===== src/rtl/tpg_pkg.sv =====
// ----------------------------------------------------------------------------
// tpg_pkg
// shared types, register codes and defaults of the tone and pulse generator
// ----------------------------------------------------------------------------
package tpg_pkg;

  // defaults for the top level parameters
  localparam int TABLE_ADDR_BITS_DEF = 10;
  localparam int NUM_PULSES_DEF      = 4;
  localparam int SAMPLE_BITS_DEF     = 16;

  // depth of the queue between front and back
  localparam int QUEUE_DEPTH = 4;

  // fixed field widths
  localparam int PHASE_W    = 32;
  localparam int INDEX_W    = 24;
  localparam int IN_W       = 16;
  localparam int CFG_IDX_W  = 4;
  localparam int CFG_DATA_W = 64;

  // bit positions inside the mode register
  localparam int MODE_TONE = 0;
  localparam int MODE_ADD  = 1;

  // quarter-wave polynomial coefficients, q15
  localparam logic [15:0] SIN_A = 16'd51472;
  localparam logic [14:0] SIN_B = 15'd21024;
  localparam logic [11:0] SIN_C = 12'd2320;

  // configuration register indexes
  typedef enum logic [CFG_IDX_W-1:0] {
    REG_PHASE_STEP,
    REG_PHASE_OFFSET,
    REG_SINE_AMP,
    REG_MODE,
    REG_PULSE_0,
    REG_PULSE_1,
    REG_PULSE_2,
    REG_PULSE_3
  } reg_idx_t;

  // one pulse register, laid out as written on the config port
  typedef struct packed {
    logic [INDEX_W-1:0] start;
    logic [INDEX_W-1:0] len;
    logic signed [15:0] amp;
  } pulse_t;

  // tone and mode settings
  typedef struct packed {
    logic [PHASE_W-1:0] phase_step;
    logic [PHASE_W-1:0] phase_offset;
    logic [14:0]        sine_amp;
    logic [1:0]         mode;
  } cfg_t;

endpackage


===== src/rtl/tone_pulse_generator_unit.sv =====
// ----------------------------------------------------------------------------
// tone_pulse_generator_unit
// test-signal source: sine tone plus rectangular pulses plus optional input
//
// Each word on the in_ channel yields one sample on the out_ channel. in_tdata
// carries the existing channel sample, in_tuser the restart flag that clears
// the sample index and tone phase ahead of that word. out_tdata carries the
// saturated sample, out_tuser the clip flag. The cfg_ channel writes the tone,
// mode and pulse registers by index and is always ready; write it only while
// no word is in flight.
// Throughput is one word per clock while the output is not stalled. From in_
// accept to out_tvalid a word passes the four-entry queue, the input stage,
// the five polynomial multiplier stages and the output register.
// When out_tready is low with a word in the output register the back pipeline
// holds; the front keeps accepting until the queue fills, then drops in_tready.
// Reset clears the configuration registers, the phase accumulator and the
// sample index, and empties the queue and pipeline.
// ----------------------------------------------------------------------------
module tone_pulse_generator_unit #(
  parameter int TABLE_ADDR_BITS = tpg_pkg::TABLE_ADDR_BITS_DEF,
  parameter int NUM_PULSES      = tpg_pkg::NUM_PULSES_DEF,
  parameter int SAMPLE_BITS     = tpg_pkg::SAMPLE_BITS_DEF
) (
  input  logic                            clk,
  input  logic                            rst_n,
  // in_tdata: existing_sample[15:0]
  input  logic                            in_tvalid,
  output logic                            in_tready,
  input  logic [tpg_pkg::IN_W-1:0]        in_tdata,
  // in_tuser: restart[0]
  input  logic                            in_tuser,
  // out_tdata: sample_out[SAMPLE_BITS-1:0], zero fill above
  output logic                            out_tvalid,
  input  logic                            out_tready,
  output logic [((SAMPLE_BITS+7)/8)*8-1:0] out_tdata,
  // out_tuser: clipped[0]
  output logic                            out_tuser,
  input  logic                            cfg_valid,
  output logic                            cfg_ready,
  input  logic [tpg_pkg::CFG_IDX_W-1:0]   cfg_index,
  input  logic [tpg_pkg::CFG_DATA_W-1:0]  cfg_data
);
  import tpg_pkg::*;

  localparam int Q_W = PHASE_W + NUM_PULSES + IN_W;

  cfg_t           cfg;
  pulse_t         pulse [NUM_PULSES];
  logic           q_push, q_pop, q_full, q_empty;
  logic [Q_W-1:0] q_wdata, q_rdata;

  tpg_regs #(
    .NUM_PULSES (NUM_PULSES)
  ) u_regs (
    .clk       (clk),
    .rst_n     (rst_n),
    .cfg_valid (cfg_valid),
    .cfg_ready (cfg_ready),
    .cfg_index (cfg_index),
    .cfg_data  (cfg_data),
    .cfg       (cfg),
    .pulse     (pulse)
  );

  tpg_front #(
    .NUM_PULSES (NUM_PULSES)
  ) u_front (
    .clk       (clk),
    .rst_n     (rst_n),
    .in_tvalid (in_tvalid),
    .in_tready (in_tready),
    .in_tdata  (in_tdata),
    .in_tuser  (in_tuser),
    .cfg       (cfg),
    .pulse     (pulse),
    .q_push    (q_push),
    .q_data    (q_wdata),
    .q_full    (q_full)
  );

  tpg_queue #(
    .WIDTH (Q_W),
    .DEPTH (QUEUE_DEPTH)
  ) u_queue (
    .clk      (clk),
    .rst_n    (rst_n),
    .push     (q_push),
    .data_in  (q_wdata),
    .full     (q_full),
    .pop      (q_pop),
    .data_out (q_rdata),
    .empty    (q_empty)
  );

  tpg_back #(
    .TABLE_ADDR_BITS (TABLE_ADDR_BITS),
    .NUM_PULSES      (NUM_PULSES),
    .SAMPLE_BITS     (SAMPLE_BITS)
  ) u_back (
    .clk        (clk),
    .rst_n      (rst_n),
    .q_data     (q_rdata),
    .q_empty    (q_empty),
    .q_pop      (q_pop),
    .cfg        (cfg),
    .pulse      (pulse),
    .out_tvalid (out_tvalid),
    .out_tready (out_tready),
    .out_tdata  (out_tdata),
    .out_tuser  (out_tuser)
  );

  // queue never reports full and empty at once
  a_queue_flags: assert property (@(posedge clk) disable iff (!rst_n)
    !(q_full && q_empty))
    else $error("queue full and empty together");

  // back never pops an empty queue
  a_pop_nonempty: assert property (@(posedge clk) disable iff (!rst_n)
    q_pop |-> !q_empty)
    else $error("pop from empty queue");

  // a stalled output freezes the back pipeline
  a_stall_freeze: assert property (@(posedge clk) disable iff (!rst_n)
    (out_tvalid && !out_tready) |-> !q_pop)
    else $error("queue popped while output stalled");

  // reset leaves no sample pending
  a_reset_idle: assert property (@(posedge clk)
    !rst_n |=> !out_tvalid)
    else $error("output valid after reset");

endmodule


===== src/rtl/tpg_regs.sv =====
// ----------------------------------------------------------------------------
// tpg_regs
// configuration register file, written through the cfg channel
// ----------------------------------------------------------------------------
module tpg_regs #(
  parameter int NUM_PULSES = tpg_pkg::NUM_PULSES_DEF
) (
  input  logic                            clk,
  input  logic                            rst_n,
  input  logic                            cfg_valid,
  output logic                            cfg_ready,
  input  logic [tpg_pkg::CFG_IDX_W-1:0]   cfg_index,
  input  logic [tpg_pkg::CFG_DATA_W-1:0]  cfg_data,
  output tpg_pkg::cfg_t                   cfg,
  output tpg_pkg::pulse_t                 pulse [NUM_PULSES]
);
  import tpg_pkg::*;

  cfg_t   cfg_r;
  pulse_t pulse_r [NUM_PULSES];
  logic   wr;

  // writes are always taken
  assign cfg_ready = 1'b1;
  assign wr        = cfg_valid && cfg_ready;

  // tone and mode registers
  always_ff @(posedge clk) begin
    if (!rst_n) begin
      cfg_r <= '0;
    end else if (wr) begin
      case (cfg_index)
        REG_PHASE_STEP:   cfg_r.phase_step   <= cfg_data[PHASE_W-1:0];
        REG_PHASE_OFFSET: cfg_r.phase_offset <= cfg_data[PHASE_W-1:0];
        REG_SINE_AMP:     cfg_r.sine_amp     <= cfg_data[14:0];
        REG_MODE:         cfg_r.mode         <= cfg_data[1:0];
        default: ;
      endcase
    end
  end

  // pulse registers, only those in use are kept
  for (genvar k = 0; k < NUM_PULSES; k++) begin : g_pulse
    always_ff @(posedge clk) begin
      if (!rst_n) begin
        pulse_r[k] <= '0;
      end else if (wr && cfg_index == CFG_IDX_W'(REG_PULSE_0) + CFG_IDX_W'(k)) begin
        pulse_r[k] <= pulse_t'(cfg_data);
      end
    end
  end

  assign cfg   = cfg_r;
  assign pulse = pulse_r;

endmodule


===== src/rtl/tpg_front.sv =====
// ----------------------------------------------------------------------------
// tpg_front
// accepts input words, keeps phase and sample index, flags active pulses
// ----------------------------------------------------------------------------
module tpg_front #(
  parameter int NUM_PULSES = tpg_pkg::NUM_PULSES_DEF
) (
  input  logic                     clk,
  input  logic                     rst_n,
  input  logic                     in_tvalid,
  output logic                     in_tready,
  input  logic [tpg_pkg::IN_W-1:0] in_tdata,
  input  logic                     in_tuser,
  input  tpg_pkg::cfg_t            cfg,
  input  tpg_pkg::pulse_t          pulse [NUM_PULSES],
  output logic                     q_push,
  output logic [tpg_pkg::PHASE_W+NUM_PULSES+tpg_pkg::IN_W-1:0] q_data,
  input  logic                     q_full
);
  import tpg_pkg::*;

  logic [PHASE_W-1:0]    phase_acc_r, phase_acc_nxt, phase_cur, phase_sel;
  logic [INDEX_W-1:0]    index_r, index_nxt, index_cur;
  logic [NUM_PULSES-1:0] hit;
  logic [IN_W-1:0]       exist;

  assign in_tready = !q_full;
  assign q_push    = in_tvalid && in_tready;

  // restart clears index and phase ahead of this sample
  always_comb begin
    phase_cur     = in_tuser ? '0 : phase_acc_r;
    index_cur     = in_tuser ? '0 : index_r;
    phase_sel     = phase_cur + cfg.phase_offset;
    phase_acc_nxt = phase_cur + cfg.phase_step;
    index_nxt     = index_cur + INDEX_W'(1);
    exist         = cfg.mode[MODE_ADD] ? in_tdata : '0;
  end

  // pulse windows, end computed one bit wider so it never wraps
  for (genvar k = 0; k < NUM_PULSES; k++) begin : g_hit
    logic [INDEX_W:0] stop;
    assign stop   = {1'b0, pulse[k].start} + {1'b0, pulse[k].len};
    assign hit[k] = (index_cur >= pulse[k].start) && ({1'b0, index_cur} < stop);
  end

  assign q_data = {exist, hit, phase_sel};

  // sample state advances once per accepted word
  always_ff @(posedge clk) begin
    if (!rst_n) begin
      phase_acc_r <= '0;
      index_r     <= '0;
    end else if (q_push) begin
      phase_acc_r <= phase_acc_nxt;
      index_r     <= index_nxt;
    end
  end

endmodule


===== src/rtl/tpg_queue.sv =====
// ----------------------------------------------------------------------------
// tpg_queue
// small first-in first-out queue between front and back
// ----------------------------------------------------------------------------
module tpg_queue #(
  parameter int WIDTH = 8,
  parameter int DEPTH = tpg_pkg::QUEUE_DEPTH
) (
  input  logic             clk,
  input  logic             rst_n,
  input  logic             push,
  input  logic [WIDTH-1:0] data_in,
  output logic             full,
  input  logic             pop,
  output logic [WIDTH-1:0] data_out,
  output logic             empty
);
  import tpg_pkg::*;

  localparam int PTR_W = (DEPTH > 1) ? $clog2(DEPTH) : 1;
  localparam int CNT_W = $clog2(DEPTH + 1);

  logic [WIDTH-1:0] slot_r [DEPTH];
  logic [PTR_W-1:0] wr_ptr_r, wr_ptr_nxt, rd_ptr_r, rd_ptr_nxt;
  logic [CNT_W-1:0] count_r, count_nxt;

  assign full     = count_r == CNT_W'(DEPTH);
  assign empty    = count_r == '0;
  assign data_out = slot_r[rd_ptr_r];

  // pointer wrap and fill level
  always_comb begin
    wr_ptr_nxt = (wr_ptr_r == PTR_W'(DEPTH - 1)) ? '0 : wr_ptr_r + 1'b1;
    rd_ptr_nxt = (rd_ptr_r == PTR_W'(DEPTH - 1)) ? '0 : rd_ptr_r + 1'b1;
    case ({push, pop})
      2'b10:   count_nxt = count_r + 1'b1;
      2'b01:   count_nxt = count_r - 1'b1;
      default: count_nxt = count_r;
    endcase
  end

  always_ff @(posedge clk) begin
    if (!rst_n) begin
      wr_ptr_r <= '0;
      rd_ptr_r <= '0;
      count_r  <= '0;
    end else begin
      if (push) wr_ptr_r <= wr_ptr_nxt;
      if (pop)  rd_ptr_r <= rd_ptr_nxt;
      count_r <= count_nxt;
    end
  end

  // slot storage
  always_ff @(posedge clk) begin
    if (push) begin
      slot_r[wr_ptr_r] <= data_in;
    end
  end

endmodule


===== src/rtl/tpg_back.sv =====
// ----------------------------------------------------------------------------
// tpg_back
// sine polynomial pipeline, sum with pulses and input, saturation, output
// ----------------------------------------------------------------------------
module tpg_back #(
  parameter int TABLE_ADDR_BITS = tpg_pkg::TABLE_ADDR_BITS_DEF,
  parameter int NUM_PULSES      = tpg_pkg::NUM_PULSES_DEF,
  parameter int SAMPLE_BITS     = tpg_pkg::SAMPLE_BITS_DEF
) (
  input  logic                 clk,
  input  logic                 rst_n,
  input  logic [tpg_pkg::PHASE_W+NUM_PULSES+tpg_pkg::IN_W-1:0] q_data,
  input  logic                 q_empty,
  output logic                 q_pop,
  input  tpg_pkg::cfg_t        cfg,
  input  tpg_pkg::pulse_t      pulse [NUM_PULSES],
  output logic                 out_tvalid,
  input  logic                 out_tready,
  output logic [((SAMPLE_BITS+7)/8)*8-1:0] out_tdata,
  output logic                 out_tuser
);
  import tpg_pkg::*;

  localparam int OUT_W   = ((SAMPLE_BITS + 7) / 8) * 8;
  localparam int SUM_W   = (SAMPLE_BITS + 1 > 20) ? SAMPLE_BITS + 1 : 20;
  localparam int LOW_CUT = 17 - TABLE_ADDR_BITS;
  localparam logic signed [SUM_W-1:0] MAXV = SUM_W'((64'sd1 <<< (SAMPLE_BITS - 1)) - 1);
  localparam logic signed [SUM_W-1:0] MINV = ~MAXV;

  logic                    en;
  logic [PHASE_W-1:0]      phase;
  logic [NUM_PULSES-1:0]   hit;
  logic signed [IN_W-1:0]  exist;
  logic [14:0]             x15;
  logic [15:0]             x_s0;
  logic signed [SUM_W-1:0] side_s0;

  logic                    v1_r, v2_r, v3_r, v4_r, v5_r, v6_r;
  logic [15:0]             x1_r, x2_r, x3_r, x4_r;
  logic [15:0]             sq2_r, sq3_r, sq_nxt;
  logic [14:0]             t3_r, t3_nxt;
  logic [15:0]             t4_r, t4_nxt;
  logic [15:0]             y5_r, y5_nxt, mag;
  logic                    neg1_r, neg2_r, neg3_r, neg4_r, neg5_r;
  logic signed [SUM_W-1:0] side1_r, side2_r, side3_r, side4_r, side5_r, side6_r;
  logic signed [16:0]      tone6_r, tone6_nxt;
  logic [31:0]             p2, p3, p4, p5, p6;
  logic signed [SUM_W-1:0] sum, sat;
  logic                    clip_nxt;
  logic                    out_valid_r, clip_r;
  logic [OUT_W-1:0]        out_data_r, out_data_nxt;

  // the whole pipeline moves when the output register is free or emptying
  assign en    = !out_valid_r || out_tready;
  assign q_pop = en && !q_empty;

  // unpack the queued word, quadrant mirror, and sum of input and pulses
  always_comb begin
    phase   = q_data[PHASE_W-1:0];
    hit     = q_data[PHASE_W +: NUM_PULSES];
    exist   = $signed(q_data[PHASE_W+NUM_PULSES +: IN_W]);
    x15     = (phase[29:15] >> LOW_CUT) << LOW_CUT;
    x_s0    = phase[30] ? 16'd32768 - {1'b0, x15} : {1'b0, x15};
    side_s0 = SUM_W'(exist);
    for (int k = 0; k < NUM_PULSES; k++) begin
      if (hit[k]) side_s0 = side_s0 + SUM_W'(pulse[k].amp);
    end
  end

  // polynomial steps, one product per stage
  always_comb begin
    p2     = 32'(x1_r) * 32'(x1_r);
    sq_nxt = 16'(p2 >> 15);
    p3     = 32'(SIN_C) * 32'(sq2_r);
    t3_nxt = 15'(16'(SIN_B) - 16'(p3 >> 15));
    p4     = 32'(t3_r) * 32'(sq3_r);
    t4_nxt = SIN_A - 16'(p4 >> 15);
    p5     = 32'(t4_r) * 32'(x4_r);
    y5_nxt = 16'(p5 >> 15);
    p6     = 32'(cfg.sine_amp) * 32'(y5_r) + 32'd16384;
    mag    = 16'(p6 >> 15);
    if (!cfg.mode[MODE_TONE]) begin
      tone6_nxt = '0;
    end else if (neg5_r) begin
      tone6_nxt = -$signed({1'b0, mag});
    end else begin
      tone6_nxt = $signed({1'b0, mag});
    end
  end

  // final sum and saturation
  always_comb begin
    sum      = side6_r + SUM_W'(tone6_r);
    clip_nxt = (sum > MAXV) || (sum < MINV);
    if (sum > MAXV) begin
      sat = MAXV;
    end else if (sum < MINV) begin
      sat = MINV;
    end else begin
      sat = sum;
    end
    out_data_nxt = OUT_W'(sat[SAMPLE_BITS-1:0]);
  end

  // stage valid bits and output valid
  always_ff @(posedge clk) begin
    if (!rst_n) begin
      v1_r        <= 1'b0;
      v2_r        <= 1'b0;
      v3_r        <= 1'b0;
      v4_r        <= 1'b0;
      v5_r        <= 1'b0;
      v6_r        <= 1'b0;
      out_valid_r <= 1'b0;
    end else if (en) begin
      v1_r        <= !q_empty;
      v2_r        <= v1_r;
      v3_r        <= v2_r;
      v4_r        <= v3_r;
      v5_r        <= v4_r;
      v6_r        <= v5_r;
      out_valid_r <= v6_r;
    end
  end

  // stage payload
  always_ff @(posedge clk) begin
    if (en) begin
      x1_r       <= x_s0;
      neg1_r     <= phase[31];
      side1_r    <= side_s0;
      x2_r       <= x1_r;
      sq2_r      <= sq_nxt;
      neg2_r     <= neg1_r;
      side2_r    <= side1_r;
      x3_r       <= x2_r;
      sq3_r      <= sq2_r;
      t3_r       <= t3_nxt;
      neg3_r     <= neg2_r;
      side3_r    <= side2_r;
      x4_r       <= x3_r;
      t4_r       <= t4_nxt;
      neg4_r     <= neg3_r;
      side4_r    <= side3_r;
      y5_r       <= y5_nxt;
      neg5_r     <= neg4_r;
      side5_r    <= side4_r;
      tone6_r    <= tone6_nxt;
      side6_r    <= side5_r;
      out_data_r <= out_data_nxt;
      clip_r     <= clip_nxt;
    end
  end

  assign out_tvalid = out_valid_r;
  assign out_tdata  = out_data_r;
  assign out_tuser  = clip_r;

endmodule


===== config.mk =====
export PLATFORM = sky130hd
export DESIGN_NAME = tone_pulse_generator_unit
export DESIGN_NICKNAME = d
export VERILOG_FILES = /design/src/rtl/tpg_pkg.sv /design/src/rtl/tone_pulse_generator_unit.sv /design/src/rtl/tpg_regs.sv /design/src/rtl/tpg_front.sv /design/src/rtl/tpg_queue.sv /design/src/rtl/tpg_back.sv
export SDC_FILE = /design/constraint.sdc
export NUM_CORES = 2
export LEC_CHECK = 0
export BUFFER_PORTS_ARGS = -buffer_cell sky130_fd_sc_hd__buf_4
export CELL_PAD_IN_SITES_DETAIL_PLACEMENT = 0
export CELL_PAD_IN_SITES_GLOBAL_PLACEMENT = 1
export CORE_ASPECT_RATIO = 0.8
export CORE_UTILIZATION = 52
export CTS_CLUSTER_DIAMETER = 120
export CTS_CLUSTER_SIZE = 8
export DETAILED_ROUTE_END_ITERATION = 10
export GPL_TIMING_DRIVEN = 0
export PLACE_DENSITY = 0.86
export SLEW_MARGIN = 25
export SYNTH_ARGS = -nofsm -noshare
export SYNTH_HDL_FRONTEND = slang
export SYNTH_HIERARCHICAL = 1
export SYNTH_SLANG_ARGS = --single-unit
export TNS_END_PERCENT = 5

===== constraint.sdc =====
create_clock -name clk -period 10.3 [get_ports clk]
set_input_delay 1.545 -clock clk [delete_from_list [all_inputs] [get_ports clk]]
set_output_delay 1.545 -clock clk [all_outputs]
set_load 0.05 [all_outputs]

==> summary.md <==
| Metric | Value |
|---|---|
| Outcome | `finished clean` |
| Fin. Hold Viols | `0` |
| Finished Layout Cells | `8,920` |
| Die Width | `406 um` |
| Area growth syn-to-layout | `9.38%` |
| CTS Hold Bufs | `0` |
| Cell row count | `118` |
| Resized cells post-CTS | `0` |
| Busiest grt layer | `met2` |
| Syn Area/Cell | `9.85 sq um` |
| Layout Nets | `8,542` |
| IO Pins | `110` |
| Kind of critical path | `reg -> reg` |
| Largest net degree at the start of global routing | `101` |
| Critical Path Sink | `u_back/tone6_r[12]` |
| Post-layout min period | `9.26 ns` |
| 1st-pass router iterations | `6` |
| # fillers | `11,200` |
| Arr. time, crit path | `9.80 ns` |
| Met1 global-route usage | `39.3%` |
| Dpl hpwl | `139,000 um` |
| CTS tree | `built` |
| Slew headroom | `22.1%` |
| CP Launch Point | `u_regs/cfg[6]` |
| Chip height | `325 um` |
| Met2 usage | `41.6%` |
| WL final | `177,000 um` |
| Wire per inst | `19.8 um` |
| Min-Delay Path Class | `reg -> reg` |
| Number of vias per cell | `5.58` |
| Number of clock buffers inserted by TritonCTS | `110` |
| Pins Over Slew Limit | `0` |
| Root Driver | `clkbuf_16` |
| H-tree Lvls | `3` |
| Worst Tran Pin Value | `1.14 ns` |
| DR DRC count | `0` |
| Worst Reg-to-Reg Cells | `24` |
| Share of layout cells above drive strength 1 | `5.78%` |
| Vias | `49,800` |
| Synth Instances | `6,898` |
| Tot GR Track Use | `27.1%` |
| Placed cells | `8,758` |
| Grt ovf | `0` |
| Vias in the first global route | `49,800` |
| Worst R2R End | `u_back/tone6_r[12]` |
| DR iter-0 viols | `3,756` |
| Crit-path max FO | `10` |
| Number of routed nets with antenna violations | `0` |
| Maximum capacitance violations | `0` |
| Clock buffer depth | `3` |
| Core ar. | `129,000 sq um` |
| First-pass GRT wire length | `280,000 um` |
| CTS Sinks | `801` |
| Clock slew at reported path FFs | `0.05 ns` |
| CP required | `10.84 ns` |
| Final Core Density | `57.4%` |
| Routability cong. | `0.943` |
| Worst skew pair latency | `0.78 ns` |
| Mapped Area | `67,900 sq um` |
| Worst setup EP type | `register` |
| IO buf count | `107` |
| # Post-CTS Setup Buffers | `0` |
| Worst setup SP type | `register` |
| R2R Setup Slk | `1.04 ns` |
| Die area | `132,000 sq um` |
| Worst Skew | `0.112 ns` |
| Ys Warns | `6` |
| WHS | `0.377 ns` |
| Unrepaired setup endpoints after global routing | `false` |
| Antenna violations before repair | `0` |
| Reg-to-Reg Start | `u_regs/cfg[6]` |
| Post-Route Setup TNS | `0 ns` |
| Initial Utilization | `52.5%` |
| Achievable Freq | `108 MHz` |
| Final setup viols | `0` |
| GRT met3 Usage | `4.09%` |
| Final period utilization | `89.9%` |
## layout by cell type, fill, tap and decap left out, drive strengths merged, types with 195 or more instances in the layout
master  count
xnor2     195
fa        504
ha        818
and2      293
clkbuf    331
nor2      222
edfxtp    392
nand2    1032
a21oi     312
dfxtp     409
mux2i     351
inv       724
## registers in the layout, summed over array words and instances (netlist names), 15 cells and up, named ones only
name	flops
u_front/phase_acc_r	32
u_back/t3_r	15
u_back/t4_r	16
u_back/y5_r	16
u_back/sq3_r	15
u_back/out_tdata	16
u_regs/cfg	81
u_queue/slot_r	120
u_back/side4_r	20
u_back/side5_r	20
u_back/side6_r	20
u_back/side1_r	20
u_back/tone6_r	17
u_back/sq2_r	15
u_back/side2_r	20
u_front/index_r	24
u_regs/pulse	256
u_back/side3_r	20
## worst max-delay path: stages (launching register included)
cell and delay (ns):
dfxtp_1 0.67, clkbuf_1 0.59, nand2_1 0.16, fa_1 0.53, inv_1 0.06, fa_1 0.53
inv_1 0.05, fa_1 0.50, inv_1 0.05, fa_1 0.48, fa_1 0.54, fa_1 0.51
ha_1 0.34, a2111oi_0 0.79, o21ai_0 0.21, a211o_1 0.42, a41oi_1 0.51, a21oi_1 0.20
o31ai_1 0.39, nand4bb_1 0.17, nor3b_1 0.58, nand3_1 0.20, mux2i_1 0.16, o211ai_1 0.24
mux2i_1 0.25
## per-layer routing
metal,vias up,wire [um]
li1,23900,-
met1,24200,82200
met2,1443,77100
met3,251,11600
met4,0,5750
met5,-,0
## through the flow
stage | cell area (sq um) | setup WS [ns]
after floorplan | 67900 | 2.62
after global placement | 70900 | 0.335
after detailed placement | 71100 | 1.28
after CTS | 74300 | 1.20
after global routing | 74300 | 0.567
final | 74300 | 1.04
## layout make-up
type	count	area [sq um]	area share (%)
inverter	725	2730	3.67
multi-input combinational	5134	44200	59.4
buffer	244	1120	1.50
timing repair buffer	114	996	1.34
sequential	801	20000	26.9
clock buffer	152	2910	3.92
clock inverter	9	245	0.330
tap	1740	2180	2.93
antenna	1	2.50	0.00337
## how the worst min path moves through the flow
stage / depth (start not counted) / from / slack, ns / to
floorplan: 0 / u_back/neg1_r / 0.40 / u_back/neg2_r
global placement: 0 / u_back/side1_r[19] / 0.40 / u_back/side2_r[19]
detailed placement: 0 / u_back/neg2_r / 0.40 / u_back/neg3_r
CTS: 0 / u_back/side3_r[13] / 0.37 / u_back/side4_r[13]
global route: 0 / u_back/side3_r[12] / 0.38 / u_back/side4_r[12]
finish: 0 / u_back/side3_r[11] / 0.38 / u_back/side4_r[11]
Power is left out: the tool's default activity adds up to more than one toggle a clock period on the data nets, which glitch-free logic cannot reach.
